**config.mk**
```make
export PLATFORM = sky130hd
export DESIGN_NAME = servo_pattern_generator
export DESIGN_NICKNAME = d
export VERILOG_FILES = /design/src/hw/rtl/spg_pkg.sv /design/src/hw/rtl/spg_obuf.sv /design/src/hw/rtl/spg_core.sv /design/src/hw/rtl/servo_pattern_generator.sv
export SDC_FILE = /design/constraint.sdc
export NUM_CORES = 2
export LEC_CHECK = 0
export BUFFER_PORTS_ARGS = -buffer_cell sky130_fd_sc_hd__buf_2
export CAP_MARGIN = 20
export CORE_ASPECT_RATIO = 1.75
export CORE_MARGIN = 4
export CORE_UTILIZATION = 35
export CTS_BUF_LIST = sky130_fd_sc_hd__clkbuf_4 sky130_fd_sc_hd__clkbuf_8 sky130_fd_sc_hd__clkbuf_16
export CTS_CLUSTER_DIAMETER = 40
export DETAILED_ROUTE_END_ITERATION = 8
export MAX_ROUTING_LAYER = met4
export RECOVER_POWER = 100
export SLEW_MARGIN = 20
export SYNTH_ARGS = -nofsm -noshare
export SYNTH_HDL_FRONTEND = slang
export SYNTH_SLANG_ARGS = --single-unit
```
**constraint.sdc**
```tcl
create_clock -name clk -period 13.27 [get_ports clk]
set_input_delay 0.6635 -clock clk [delete_from_list [all_inputs] [get_ports clk]]
set_output_delay 0.6635 -clock clk [all_outputs]
set_load 0.1 [all_outputs]
```
**src/hw/rtl/spg_pkg.sv**
```systemverilog
// Shared types, register indexes and arithmetic helpers for the servo pattern generator.
// Used by every module under hw/rtl; depends on nothing else.
package spg_pkg;

  localparam int unsigned CfgIndexWidth = 3;
  localparam int unsigned CfgDataWidth  = 24;

  // Configuration register indexes.
  localparam logic [CfgIndexWidth-1:0] REG_MODE         = 3'd0;
  localparam logic [CfgIndexWidth-1:0] REG_POS_A        = 3'd1;
  localparam logic [CfgIndexWidth-1:0] REG_POS_B        = 3'd2;
  localparam logic [CfgIndexWidth-1:0] REG_POS_C        = 3'd3;
  localparam logic [CfgIndexWidth-1:0] REG_STEP_SIZE    = 3'd4;
  localparam logic [CfgIndexWidth-1:0] REG_CYCLE_LIMIT  = 3'd5;
  localparam logic [CfgIndexWidth-1:0] REG_DWELL_TENTHS = 3'd6;
  localparam logic [CfgIndexWidth-1:0] REG_PERIOD_MS    = 3'd7;

  // Pattern modes.
  localparam logic [1:0] MODE_SWEEP = 2'd0;
  localparam logic [1:0] MODE_THREE = 2'd1;
  localparam logic [1:0] MODE_TWO   = 2'd2;
  localparam logic [1:0] MODE_FIXED = 2'd3;

  localparam logic [14:0] PULSE_MAX    = 15'd32767;
  localparam logic [12:0] COMPARE_MAX  = 13'd8191;
  localparam logic [23:0] TRIPS_MAX    = 24'hFFFFFF;
  localparam logic [17:0] DWELL_UNIT   = 18'd200000;
  localparam logic [10:0] PERIOD_SCALE = 11'd2000;
  // floor(x / 5) == (x * 26215) >> 17 for every 15-bit x.
  localparam logic [14:0] DIV5_RECIP   = 15'd26215;

  typedef struct packed {
    logic [1:0]  mode;
    logic [14:0] pos_a;
    logic [14:0] pos_b;
    logic [14:0] pos_c;
    logic [13:0] step_size;
    logic [12:0] step_div5;    // step_size / 5
    logic [23:0] cycle_limit;
    logic [27:0] dwell_limit;  // dwell_tenths * 200000
    logic [15:0] dwell_inc;    // period_ms * 2000 - 1, or zero for a zero period
  } cfg_t;

  // Packed so that compare_value lands in the lowest bits of the output beat.
  typedef struct packed {
    logic        moving_down;
    logic [1:0]  position_index;
    logic        finished;
    logic [23:0] cycles_done;
    logic [14:0] pulse_width;
    logic [12:0] compare_value;
  } result_t;

  function automatic logic [12:0] div5(input logic [14:0] x);
    logic [29:0] prod;
    prod = x * DIV5_RECIP;
    return prod[29:17];
  endfunction

endpackage

```
**src/hw/rtl/spg_obuf.sv**
```systemverilog
// Two-entry result buffer between the pattern core and the output stream.
// Depends on spg_pkg for the result type.
module spg_obuf (
  input  logic             clk,
  input  logic             rst,
  input  logic             push,
  input  spg_pkg::result_t push_data,
  output logic             full,
  output logic             out_valid,
  input  logic             out_ready,
  output spg_pkg::result_t out_data
);
  import spg_pkg::*;

  result_t    mem [2];
  logic       wr_ptr;
  logic       rd_ptr;
  logic [1:0] count;
  logic       pop;

  assign pop       = out_valid && out_ready;
  assign full      = (count == 2'd2);
  assign out_valid = (count != 2'd0);
  assign out_data  = mem[rd_ptr];

  always_ff @(posedge clk) begin
    if (push) begin
      mem[wr_ptr] <= push_data;
    end
  end

  always_ff @(posedge clk) begin
    if (rst) begin
      wr_ptr <= 1'b0;
      rd_ptr <= 1'b0;
      count  <= 2'd0;
    end else begin
      if (push) begin
        wr_ptr <= ~wr_ptr;
      end
      if (pop) begin
        rd_ptr <= ~rd_ptr;
      end
      case ({push, pop})
        2'b10:   count <= count + 2'd1;
        2'b01:   count <= count - 2'd1;
        default: count <= count;
      endcase
    end
  end

  // The fill count never passes the depth.
  a_count_range: assert property (@(posedge clk) disable iff (rst) count != 2'd3)
    else $error("result buffer count out of range");

  // A push never lands on a full buffer that is not draining.
  a_no_overflow: assert property (@(posedge clk) disable iff (rst) !(push && full && !pop))
    else $error("result buffer overflow");

endmodule

```
**src/hw/rtl/spg_core.sv**
```systemverilog
// Pattern state and combinational next-state logic of the servo pattern generator.
// Depends on spg_pkg for the configuration and result types and the divide-by-five helper.
module spg_core (
  input  logic             clk,
  input  logic             rst,
  input  spg_pkg::cfg_t    cfg,
  input  logic             clear_trips,
  input  logic             adv,
  input  logic             update,
  output spg_pkg::result_t result
);
  import spg_pkg::*;

  logic        direction;
  logic [1:0]  slot;
  logic [27:0] dwell_acc;
  logic [14:0] pulse;
  logic [23:0] trips;
  logic [12:0] compare_hold;

  logic        direction_next;
  logic [1:0]  slot_next;
  logic [27:0] dwell_acc_next;
  logic [14:0] pulse_next;
  logic [23:0] trips_next;
  logic [12:0] compare_hold_next;

  logic        step;
  logic        limit_hit;
  logic [27:0] acc_sum;
  logic        elapsed;
  logic [23:0] trip_inc;
  logic [1:0]  slot_eff;
  logic        go;
  logic [14:0] go_target;
  logic [12:0] pulse_div5;
  logic [13:0] cmp_up;
  logic [15:0] pulse_up;

  assign step       = adv && update;
  assign limit_hit  = (cfg.cycle_limit != 24'd0) && (trips >= cfg.cycle_limit);
  assign acc_sum    = dwell_acc + {12'd0, cfg.dwell_inc};
  assign elapsed    = (acc_sum >= cfg.dwell_limit);
  assign trip_inc   = (trips == TRIPS_MAX) ? trips : trips + 24'd1;
  assign slot_eff   = (slot == 2'd2) ? 2'd0 : slot;
  assign pulse_div5 = div5(pulse);
  assign cmp_up     = {1'b0, pulse_div5} + {1'b0, cfg.step_div5};
  assign pulse_up   = {1'b0, pulse} + {2'b00, cfg.step_size};

  always_comb begin
    direction_next    = direction;
    slot_next         = slot;
    dwell_acc_next    = dwell_acc;
    pulse_next        = pulse;
    trips_next        = trips;
    compare_hold_next = compare_hold;
    go                = 1'b0;
    go_target         = cfg.pos_a;

    if (step) begin
      unique case (cfg.mode)
        MODE_SWEEP: begin
          if (!limit_hit) begin
            if (!direction) begin
              if (pulse < cfg.pos_b) begin
                compare_hold_next = cmp_up[13] ? COMPARE_MAX : cmp_up[12:0];
                pulse_next        = pulse_up[15] ? PULSE_MAX : pulse_up[14:0];
              end else begin
                direction_next = 1'b1;
              end
            end else begin
              if (pulse > cfg.pos_a) begin
                compare_hold_next = (pulse_div5 > cfg.step_div5) ?
                                    pulse_div5 - cfg.step_div5 : 13'd0;
                pulse_next        = (pulse > {1'b0, cfg.step_size}) ?
                                    pulse - {1'b0, cfg.step_size} : 15'd0;
              end else begin
                direction_next = 1'b0;
                trips_next     = trip_inc;
              end
            end
          end
        end
        MODE_THREE: begin
          if (!limit_hit) begin
            dwell_acc_next = elapsed ? 28'd0 : acc_sum;
            if (elapsed) begin
              if (!direction) begin
                case (slot)
                  2'd0: begin slot_next = 2'd1; go = 1'b1; go_target = cfg.pos_b; end
                  2'd1: begin slot_next = 2'd2; go = 1'b1; go_target = cfg.pos_c; end
                  2'd2: begin
                    direction_next = 1'b1;
                    slot_next      = 2'd1;
                    go             = 1'b1;
                    go_target      = cfg.pos_b;
                  end
                  default: ;
                endcase
              end else begin
                case (slot)
                  2'd0: begin
                    direction_next = 1'b0;
                    slot_next      = 2'd1;
                    go             = 1'b1;
                    go_target      = cfg.pos_b;
                  end
                  2'd1: begin
                    slot_next  = 2'd0;
                    go         = 1'b1;
                    go_target  = cfg.pos_a;
                    trips_next = trip_inc;
                  end
                  2'd2: begin slot_next = 2'd1; go = 1'b1; go_target = cfg.pos_b; end
                  default: ;
                endcase
              end
            end
          end
        end
        MODE_TWO: begin
          // Slot two has no meaning here and folds back to the first slot.
          slot_next = slot_eff;
          if (!limit_hit) begin
            dwell_acc_next = elapsed ? 28'd0 : acc_sum;
            if (elapsed) begin
              go = 1'b1;
              if (!direction) begin
                if (slot_eff == 2'd0) begin
                  slot_next = 2'd1;
                  go_target = cfg.pos_b;
                end else begin
                  direction_next = 1'b1;
                  slot_next      = 2'd0;
                  go_target      = cfg.pos_a;
                  trips_next     = trip_inc;
                end
              end else begin
                if (slot_eff == 2'd0) begin
                  direction_next = 1'b0;
                  slot_next      = 2'd1;
                  go_target      = cfg.pos_b;
                end else begin
                  slot_next = 2'd0;
                  go_target = cfg.pos_a;
                end
              end
            end
          end
        end
        MODE_FIXED: begin
          go        = 1'b1;
          go_target = cfg.pos_a;
        end
        default: ;
      endcase
    end

    if (go) begin
      compare_hold_next = div5(go_target);
      pulse_next        = go_target;
    end
  end

  always_comb begin
    result.compare_value  = compare_hold_next;
    result.pulse_width    = pulse_next;
    result.cycles_done    = trips_next;
    result.finished       = (cfg.cycle_limit != 24'd0) && (trips_next >= cfg.cycle_limit);
    result.position_index = slot_next;
    result.moving_down    = direction_next;
  end

  always_ff @(posedge clk) begin
    if (rst) begin
      direction    <= 1'b0;
      slot         <= 2'd0;
      dwell_acc    <= 28'd0;
      pulse        <= 15'd15000;
      trips        <= 24'd0;
      compare_hold <= 13'd3000;
    end else begin
      if (adv) begin
        direction    <= direction_next;
        slot         <= slot_next;
        dwell_acc    <= dwell_acc_next;
        pulse        <= pulse_next;
        trips        <= trips_next;
        compare_hold <= compare_hold_next;
      end
      if (clear_trips) begin
        trips <= 24'd0;
      end
    end
  end

  // The slot code three is never produced.
  a_slot_range: assert property (@(posedge clk) disable iff (rst) slot != 2'd3)
    else $error("slot index reached an unused code");

  // Once the round-trip limit is hit, a tick leaves the trip count alone.
  a_frozen_trips: assert property (@(posedge clk) disable iff (rst)
    (step && limit_hit) |=> $stable(trips))
    else $error("trip count moved while the pattern was frozen");

  // After a running dwell tick the accumulator is either cleared or below its threshold.
  a_dwell_bound: assert property (@(posedge clk) disable iff (rst)
    (step && !limit_hit && (cfg.mode == MODE_THREE || cfg.mode == MODE_TWO))
      |=> (dwell_acc < cfg.dwell_limit || dwell_acc == 28'd0))
    else $error("dwell accumulator left above its threshold");

endmodule

```
**src/hw/rtl/servo_pattern_generator.sv**
```systemverilog
// Top level of the servo pattern generator: stream ports, configuration registers and input stage.
// Depends on spg_pkg, spg_core and spg_obuf.
module servo_pattern_generator (
  input  logic        clk,
  input  logic        rst,
  // Configuration write port.
  input  logic        cfg_we,
  input  logic [spg_pkg::CfgIndexWidth-1:0] cfg_index,
  input  logic [spg_pkg::CfgDataWidth-1:0]  cfg_data,
  // Period ticks in.
  input  logic        s_axis_tvalid,
  output logic        s_axis_tready,
  input  logic [7:0]  s_axis_tdata,   // [0] update, [7:1] zero
  // Pulse results out.
  output logic        m_axis_tvalid,
  input  logic        m_axis_tready,
  output logic [55:0] m_axis_tdata    // [12:0] compare_value, [27:13] pulse_width,
                                      // [51:28] cycles_done, [52] finished,
                                      // [54:53] position_index, [55] moving_down
);
  // Every beat on the slave side is one PWM period tick, and each tick yields exactly one
  // result beat carrying the new compare value and pattern status. A tick with update low
  // leaves the pattern where it is and simply reports it again. The block takes one tick
  // per clock cycle while the result buffer has room: a tick is held in an input register,
  // the whole pattern step (sweep arithmetic, dwell accumulation, position sequencing) is
  // evaluated combinationally while it advances and written to the state registers and a
  // two-entry result buffer, from which its result beat leaves on the master side. The
  // rate is set by that state update, which every tick depends on. The result buffer lets
  // a tick be accepted while an earlier result still waits; ready drops only when the
  // buffer is full and a tick is already held. Configuration registers are written with
  // cfg_we, cfg_index and cfg_data; the user must write them only while no tick is in
  // flight, and the block does not enforce this. Writing the mode register also clears
  // the round-trip count. Step size, dwell time and period are converted to their
  // internal forms at write time.
  import spg_pkg::*;

  cfg_t    cfg;
  logic    in_valid;
  logic    in_update;
  logic    adv;
  logic    buf_full;
  logic    clear_trips;
  result_t core_result;
  result_t out_result;

  // Input stage: a tick moves on as soon as the result buffer has room.
  assign adv           = in_valid && !buf_full;
  assign s_axis_tready = !in_valid || adv;

  always_ff @(posedge clk) begin
    if (rst) begin
      in_valid <= 1'b0;
    end else if (s_axis_tready) begin
      in_valid <= s_axis_tvalid;
    end
  end

  always_ff @(posedge clk) begin
    if (s_axis_tvalid && s_axis_tready) begin
      in_update <= s_axis_tdata[0];
    end
  end

  assign clear_trips = cfg_we && (cfg_index == REG_MODE);

  // Configuration registers, with the derived dwell and step terms computed on write.
  always_ff @(posedge clk) begin
    if (rst) begin
      cfg.mode        <= MODE_SWEEP;
      cfg.pos_a       <= 15'd8000;
      cfg.pos_b       <= 15'd22000;
      cfg.pos_c       <= 15'd15000;
      cfg.step_size   <= 14'd100;
      cfg.step_div5   <= 13'd20;
      cfg.cycle_limit <= 24'd0;
      cfg.dwell_limit <= 28'd2000000;
      cfg.dwell_inc   <= 16'd39999;
    end else if (cfg_we) begin
      unique case (cfg_index)
        REG_MODE:         cfg.mode        <= cfg_data[1:0];
        REG_POS_A:        cfg.pos_a       <= cfg_data[14:0];
        REG_POS_B:        cfg.pos_b       <= cfg_data[14:0];
        REG_POS_C:        cfg.pos_c       <= cfg_data[14:0];
        REG_STEP_SIZE: begin
          cfg.step_size <= cfg_data[13:0];
          cfg.step_div5 <= div5({1'b0, cfg_data[13:0]});
        end
        REG_CYCLE_LIMIT:  cfg.cycle_limit <= cfg_data[23:0];
        REG_DWELL_TENTHS: cfg.dwell_limit <= 28'(cfg_data[9:0]) * 28'(DWELL_UNIT);
        REG_PERIOD_MS: begin
          // A zero period adds nothing to the dwell accumulator.
          if (cfg_data[4:0] == 5'd0) begin
            cfg.dwell_inc <= 16'd0;
          end else begin
            cfg.dwell_inc <= 16'(cfg_data[4:0]) * 16'(PERIOD_SCALE) - 16'd1;
          end
        end
        default: ;
      endcase
    end
  end

  spg_core u_core (
    .clk         (clk),
    .rst         (rst),
    .cfg         (cfg),
    .clear_trips (clear_trips),
    .adv         (adv),
    .update      (in_update),
    .result      (core_result)
  );

  spg_obuf u_obuf (
    .clk       (clk),
    .rst       (rst),
    .push      (adv),
    .push_data (core_result),
    .full      (buf_full),
    .out_valid (m_axis_tvalid),
    .out_ready (m_axis_tready),
    .out_data  (out_result)
  );

  assign m_axis_tdata = out_result;

  // The input stage only advances into a buffer with room.
  a_adv_room: assert property (@(posedge clk) disable iff (rst) adv |-> !buf_full)
    else $error("input stage advanced into a full result buffer");

  // A held tick that cannot advance keeps the slave side stalled.
  a_hold_stall: assert property (@(posedge clk) disable iff (rst)
    (in_valid && buf_full) |-> !s_axis_tready)
    else $error("tick accepted while the held tick was stalled");

  // A tick that advances leaves a result beat waiting on the master side.
  a_result_follows: assert property (@(posedge clk) disable iff (rst)
    (in_valid && !buf_full) |=> m_axis_tvalid)
    else $error("advanced tick produced no result beat");

endmodule
```
* Word-level counts from Yosys, hierarchy flattened *
Memories as Yosys holds them, arrays and structs flattened. A register that Yosys moved wholly into a read port is not among the register bits.
Index checks and enable logic that the tools add are counted.

storage, ports and cells
  RAM bits = 112
  output and inout bits = 58
  register bits after elaboration = 224
  memories kept = 1
  logic and storage cells = 173

memory list
  name        depth  width  read ports  clocked after Yosys merged registers in  write ports  RTL line        text
  u_obuf.mem  2      56     1           1                                        1            spg_obuf.sv:15  result_t mem [2];

cells by class
  $mul = 5
  add/subtract/negate cells = 9
  equal/unequal tests = 16
  $lt $le $gt $ge = 7
  reduce and logical (&&, ||, !) cells = 31
  multiplexer cells = 81
  bitwise gates (word level) = 3

operator list
  kind                    count
  $mux 24                 13
  $mux 15                 17
  $mux 13                 9
  $pmux 24 s3             1
  $mul 15x15->30 const B  2
  $pmux 15 s2             2
  $ge 24x24->1            2
  $mul 14x15->29 const B  1
  $add 28x16->28          1
  $ge 28x28->1            1
  $mux 28                 1
  $add 24x1->24 const B   1
  $eq 24x24->1 const B    1
  $mux 1                  24
  $reduce_bool 24->1      1
  $mul 10x12->22 const B  1
  $add 15x14->16          1
  $mux 16                 1
  $pmux 2 s2              4
  $reduce_and 2->1        8
  $sub 16x1->16 const B   1
  $gt 15x14->1            1
  $gt 15x15->1            1
  $lt 15x15->1            1
  other kinds (25)        56

* Logic depth before layout (Yosys ltp) *
  depth after elaboration = 11
  depth in mapped cells = 47

* By module *
Synthesis repeated with hierarchy kept, for this count alone.

second synthesis, totals
  cell total of the unflattened synthesis = 3,781
  area, all modules = 34,849.7 µm²

by module, submodules not included
  module                   area an instance (µm²)  cells an instance  times used
  spg_core                 19,617.6                2,344              1
  servo_pattern_generator  10,983.0                1,240              1
  spg_obuf                 4,249.1                 197                1

* Worst setup path after synthesis *
OpenSTA, ideal clock, no wires.

  path kind = register -> register
  start = register cfg[3] (netlist name)
  end = memory u_obuf.mem[0][12] (netlist bit) (data pin)
  arrival = 11,018 ps
  setup slack = 1,978 ps
  path buffers = 3
  stages on the path, launching flop included = 48
  cell sequence = dfxtp_1 ha_1 fa_1 nand3_1 a21boi_0 o211a_1 a311oi_1 o31ai_1 a31oi_1 nor2_1 clkbuf_1 nand3_1 xnor2_1 ha_1 nand4_1 nor3_1 nand4_1 or4_4 [... 12 more ...] fa_1 inv_1 fa_1 fa_1 inv_1 fa_1 inv_1 ha_1 o21ai_0 a21oi_1 o22a_1 o31a_1 a211o_1 a21oi_1 nor3_1 a2111oi_0 nor3b_1 nor3_1

RTL lines
  item              RTL line
  end: declaration  spg_obuf.sv:15

* Final worst setup path *
  start = register cfg[3] (netlist name)
  end = register u_core.compare_hold[12]

between the ends
  word-level cells in the longest chain between the ends = 8
  elaborated cells on any way between the ends = 16
  those cells by class = add/sub: 1; mul: 1; order compare: 1; mux: 13

RTL lines
  item                        RTL line                         text
  $add 28x16->28 (*)          spg_core.sv:42                   assign acc_sum = dwell_acc + {12'd0, cfg.dwell_inc};
  $ge 28x28->1 (*)            spg_core.sv:43                   assign elapsed = (acc_sum >= cfg.dwell_limit);
  $mux 15 (on tied branches)  spg_core.sv:126, spg_core.sv:87
  $mux 15 (on tied branches)  spg_core.sv:124, spg_core.sv:85
  $pmux 15 s2                 spg_core.sv:61                   unique case (cfg.mode)
  $mux 15                     spg_core.sv:60                   if (step) begin
  $mul 15x15->30              spg_pkg.sv:56                    prod = x * DIV5_RECIP;
  $mux 13 (*)                 spg_core.sv:159                  if (go) begin
  end signal: assignment      spg_core.sv:189                  compare_hold <= compare_hold_next;
  end: declaration            spg_core.sv:19                   logic [12:0] compare_hold;

Mark *: on every way between the ends. The rest lies on a longest branch, timed or not.
A chain may end at the register's enable or synchronous reset.

==> key figures <==
Power
  – Peak VDD IR: 0.000287 V
  – Int Power: 4.35 mW
  – Sequential share of power: 0.139
  – Switch share: 0.500
  – Static leakage: 17.0 nW
  – Gate power share: 0.730
  – Proportion of power drawn by the clock network: 0.131
  – Switching pwr: 4.35 mW
  – PD cells: 234 nW/um^2

Route
  – Initial DRT Pass Iterations: 5
  – DRC: 0
  – Total Wirelength: 99.3 mm
  – Routed via count: 26.7k
  – Initial DRC count: 1,416
  – Routed len/inst: 19.5 um
  – Final ANT Viol Nets: 0
  – Via/cell ratio: 5.24

Synth
  – Ys Warns: 0
  – Synthesized instance count: 3,694
  – Seq/Total Area, Yosys: 0.231
  – Netlist Area Pre-Place: 33,900 sq um
  – Main synth FF type: dfxtp_1
  – Share of the synthesized area in the top cell type: 0.223
  – #FFs+latches synth: 334
  – Top cells by area, synth: ha_1 22%, fa_1 14%, dfxtp_1 13%, edfxtp_1 10%, inv_1 5.9%
  – Post-synth ARST share: 0
  – Mean Syn Cell Area: 9.17 sq um
  – Net Count, Synth: 4,571
  – Number of flops mapped to enable cells by yosys: 113
  – Cell taking the most area after synthesis: ha_1
  – Distinct cells, synth: 83

Placed design
  – Cell Area, Placed: 36,000 sq um
  – Inst Count DP: 5,019
  – Routability cong.: 0.927
  – I/O Buffers: 90
  – Hpwl dp: 79.7 mm
  – Pre-CTS setup slack: 0.668 ns

STA
  – Final setup viols: 0
  – Setup TNS: 0 ns
  – Period Utilization, post-route: 0.922
  – Layout Skew: 0.0270 ns
  – Hold Vio Cnt, Final: 0
  – Final WS setup: 1.04 ns
  – F_max: 81.8 MHz
  – Max_slew headroom: -2.36
  – Max-slew violations: 436
  – Slew @ Worst Pin: 5.04 ns
  – Crit path time final: 12.23 ns
  – RSZ-0062 raised after global routing: no
  – Worst hold slack: 0.272 ns

Clock tree
  – CTS Hold Bufs: 0
  – Post-CTS Setup Inserts: 0
  – Htree depth: 2
  – Resize count post-CTS: 0
  – Number of CTS-inserted buffers: 41
  – CTS tree: done
  – Max Root-Sink Buffers: 3
  – Clock transition at path regs: 0.06 ns
  – Root Buffer: clkbuf_16
  – Clk Latency, worst-skew pair: 0.60 ns
  – CTS sink cnt: 334

Critical path
  – RR Startpoint: cfg[3]$_SDFFE_PP1P_
  – Critical path's top delay family: compound AO/OA/AOI/OAI gates
  – CP max-delay cell: nor4_2
  – Signal arrival time at the worst endpoint: 12.50 ns
  – CP max stage delay: 0.71 ns
  – Startpoint types: register
  – Crit Path Category: reg -> reg
  – CP Buf/Inv Count: 2
  – CP max FO: 12
  – Critical path required time: 13.53 ns
  – CP Capture Type: register
  – Crit. Startpoint: cfg[3]$_SDFFE_PP1P_

Run
  – Maxcap violations: 8

Final layout
  – Final instance area: 37,200 sq um
  – Layout cell share with drive strength beyond 1: 0.0621
  – Final net count: 4,647
  – Final non-filler cell total: 5,099
  – Area growth syn-to-layout: 9.83%

Worst hold path
  – HP Class: in -> reg
  – Worst hold start: s_axis_tdata[0]

GRT
  – GR Util All Layers: 0.199
  – First-pass GRT wire length: 156 mm
  – Met3 usage in global routing: 0.0199
  – Overflow after GRT: 0
  – Global route hottest layer: met2
  – Number of global-route vias before repair: 27.8k
  – Initial antenna violation count: 4
  – Global routing usage on met1: 0.210
  – Met2 Usage GRT: 0.376
  – Largest net degree at the start of global routing: 101

Floorplan
  – Die area: 102,000 sq um
  – Die height: 420 um
  – Die width: 243 um
  – Io pins: 98
  – Site Rows: 150
  – CORE AREA: 95,900 sq um
  – Initial core utilization: 0.353

Outcome
  – Failing checks: capacitance limit, slew limit
  – Status: finished with violations
-- synthesized netlist by cell type (47+ instances only) --
| library cell | instances |
|---|---|
| a21o_1 | 62 |
| a21oi_1 | 247 |
| clkbuf_1 | 93 |
| dfxtp_1 | 221 |
| edfxtp_1 | 113 |
| fa_1 | 232 |
| ha_1 | 605 |
| inv_1 | 534 |
| mux2_2 | 58 |
| nand2_1 | 324 |
| nand3_1 | 64 |
| nor2_1 | 174 |
| nor3_1 | 47 |
| o211ai_1 | 48 |
| o21ai_0 | 124 |
| xnor2_1 | 88 |
| xor2_1 | 55 |
-- per-layer routing --
metal | vias up | part of all wire
li1 | 13000 | -
met1 | 12900 | 0.38
met2 | 572 | 0.53
met3 | 227 | 0.035
met4 | 0 | 0.053
met5 | - | 0
-- placed cells by master (no fill, tap or decap), types with 19 or more instances in the layout --
master,n
ha_1,605
inv_1,535
nand2_1,324
a21oi_1,247
fa_1,232
dfxtp_1,221
nor2_1,172
o21ai_0,124
edfxtp_1,113
xnor2_1,88
clkbuf_1,69
nand3_1,64
a21o_1,62
mux2_2,56
xor2_1,55
o211ai_1,48
nor3_1,46
nor2b_1,43
a31oi_1,43
clkbuf_16,43
buf_4,37
o21a_1,34
buf_2,33
nand2b_1,31
nand4_1,30
a22oi_1,28
or3_1,27
and3_1,26
a211oi_1,24
and2_1,20
o31ai_1,19
-- power by group through the flow --
stage / Sequential (mW) / Combinational (mW) / Clock, mW
floorplan: 1.21 / 5.01 / 0
global placement: 1.22 / 6.30 / 0
detailed placement: 1.23 / 6.38 / 0
CTS: 1.20 / 6.42 / 1.17
global route: 1.21 / 7.23 / 1.20
finish: 1.21 / 6.35 / 1.14
-- stage by stage --
step | total power [mW] | util
after global placement | 7.53 | 0.375
final | 8.70 | 0.388
after floorplan | 6.22 | -
after detailed placement | 7.61 | 0.375
after global routing | 9.65 | 0.388
after CTS | 8.80 | 0.389
-- state kept, by name (all words and copies together) (netlist names), named ones only --
register	flops
u_core.direction	1
u_core.slot	2
u_core.compare_hold	13
in_valid	1
u_core.trips	24
cfg	132
u_obuf.mem	112
in_update	1
u_obuf.wr_ptr	1
u_core.dwell_acc	28
u_obuf.count	2
u_core.pulse	15
u_obuf.rd_ptr	1
-- cells by family after synthesis --
kind of cell               Yosys count  synth area share
AOI/OAI and AO/OA                  808             0.157
buffers and inverters              643            0.0714
muxes                               70            0.0228
and+or+nand+nor                    858             0.120
xor gates and xnor gates           144            0.0376
DFF                                334             0.231
adders and majority gates          837             0.360
-- cell type report --
class / instances / area, sq um
fillers: 9657 / 58700
multi-input cells: 2717 / 23700
flip-flops and latches: 334 / 7820
inverters: 537 / 2020
well taps: 1292 / 1620
clock buffers: 52 / 1160
repair buffers: 139 / 702
clock inverters: 22 / 203
diodes: 6 / 15.0
-- final timing paths --
path | slack [ns] | end | cells past startpoint
worst max-delay path | 1.04 | u_core.compare_hold[12]$_SDFFE_PP0P_ | 37
worst min-delay path | 0.27 | in_update$_DFFE_PP_ | 1
worst max register to register | 1.04 | u_core.compare_hold[12]$_SDFFE_PP0P_ | 37
worst min register to register | 0.45 | cfg[37]$_SDFFE_PP0P_ | 2
Note: power is estimated with default switching activity, not from simulation.
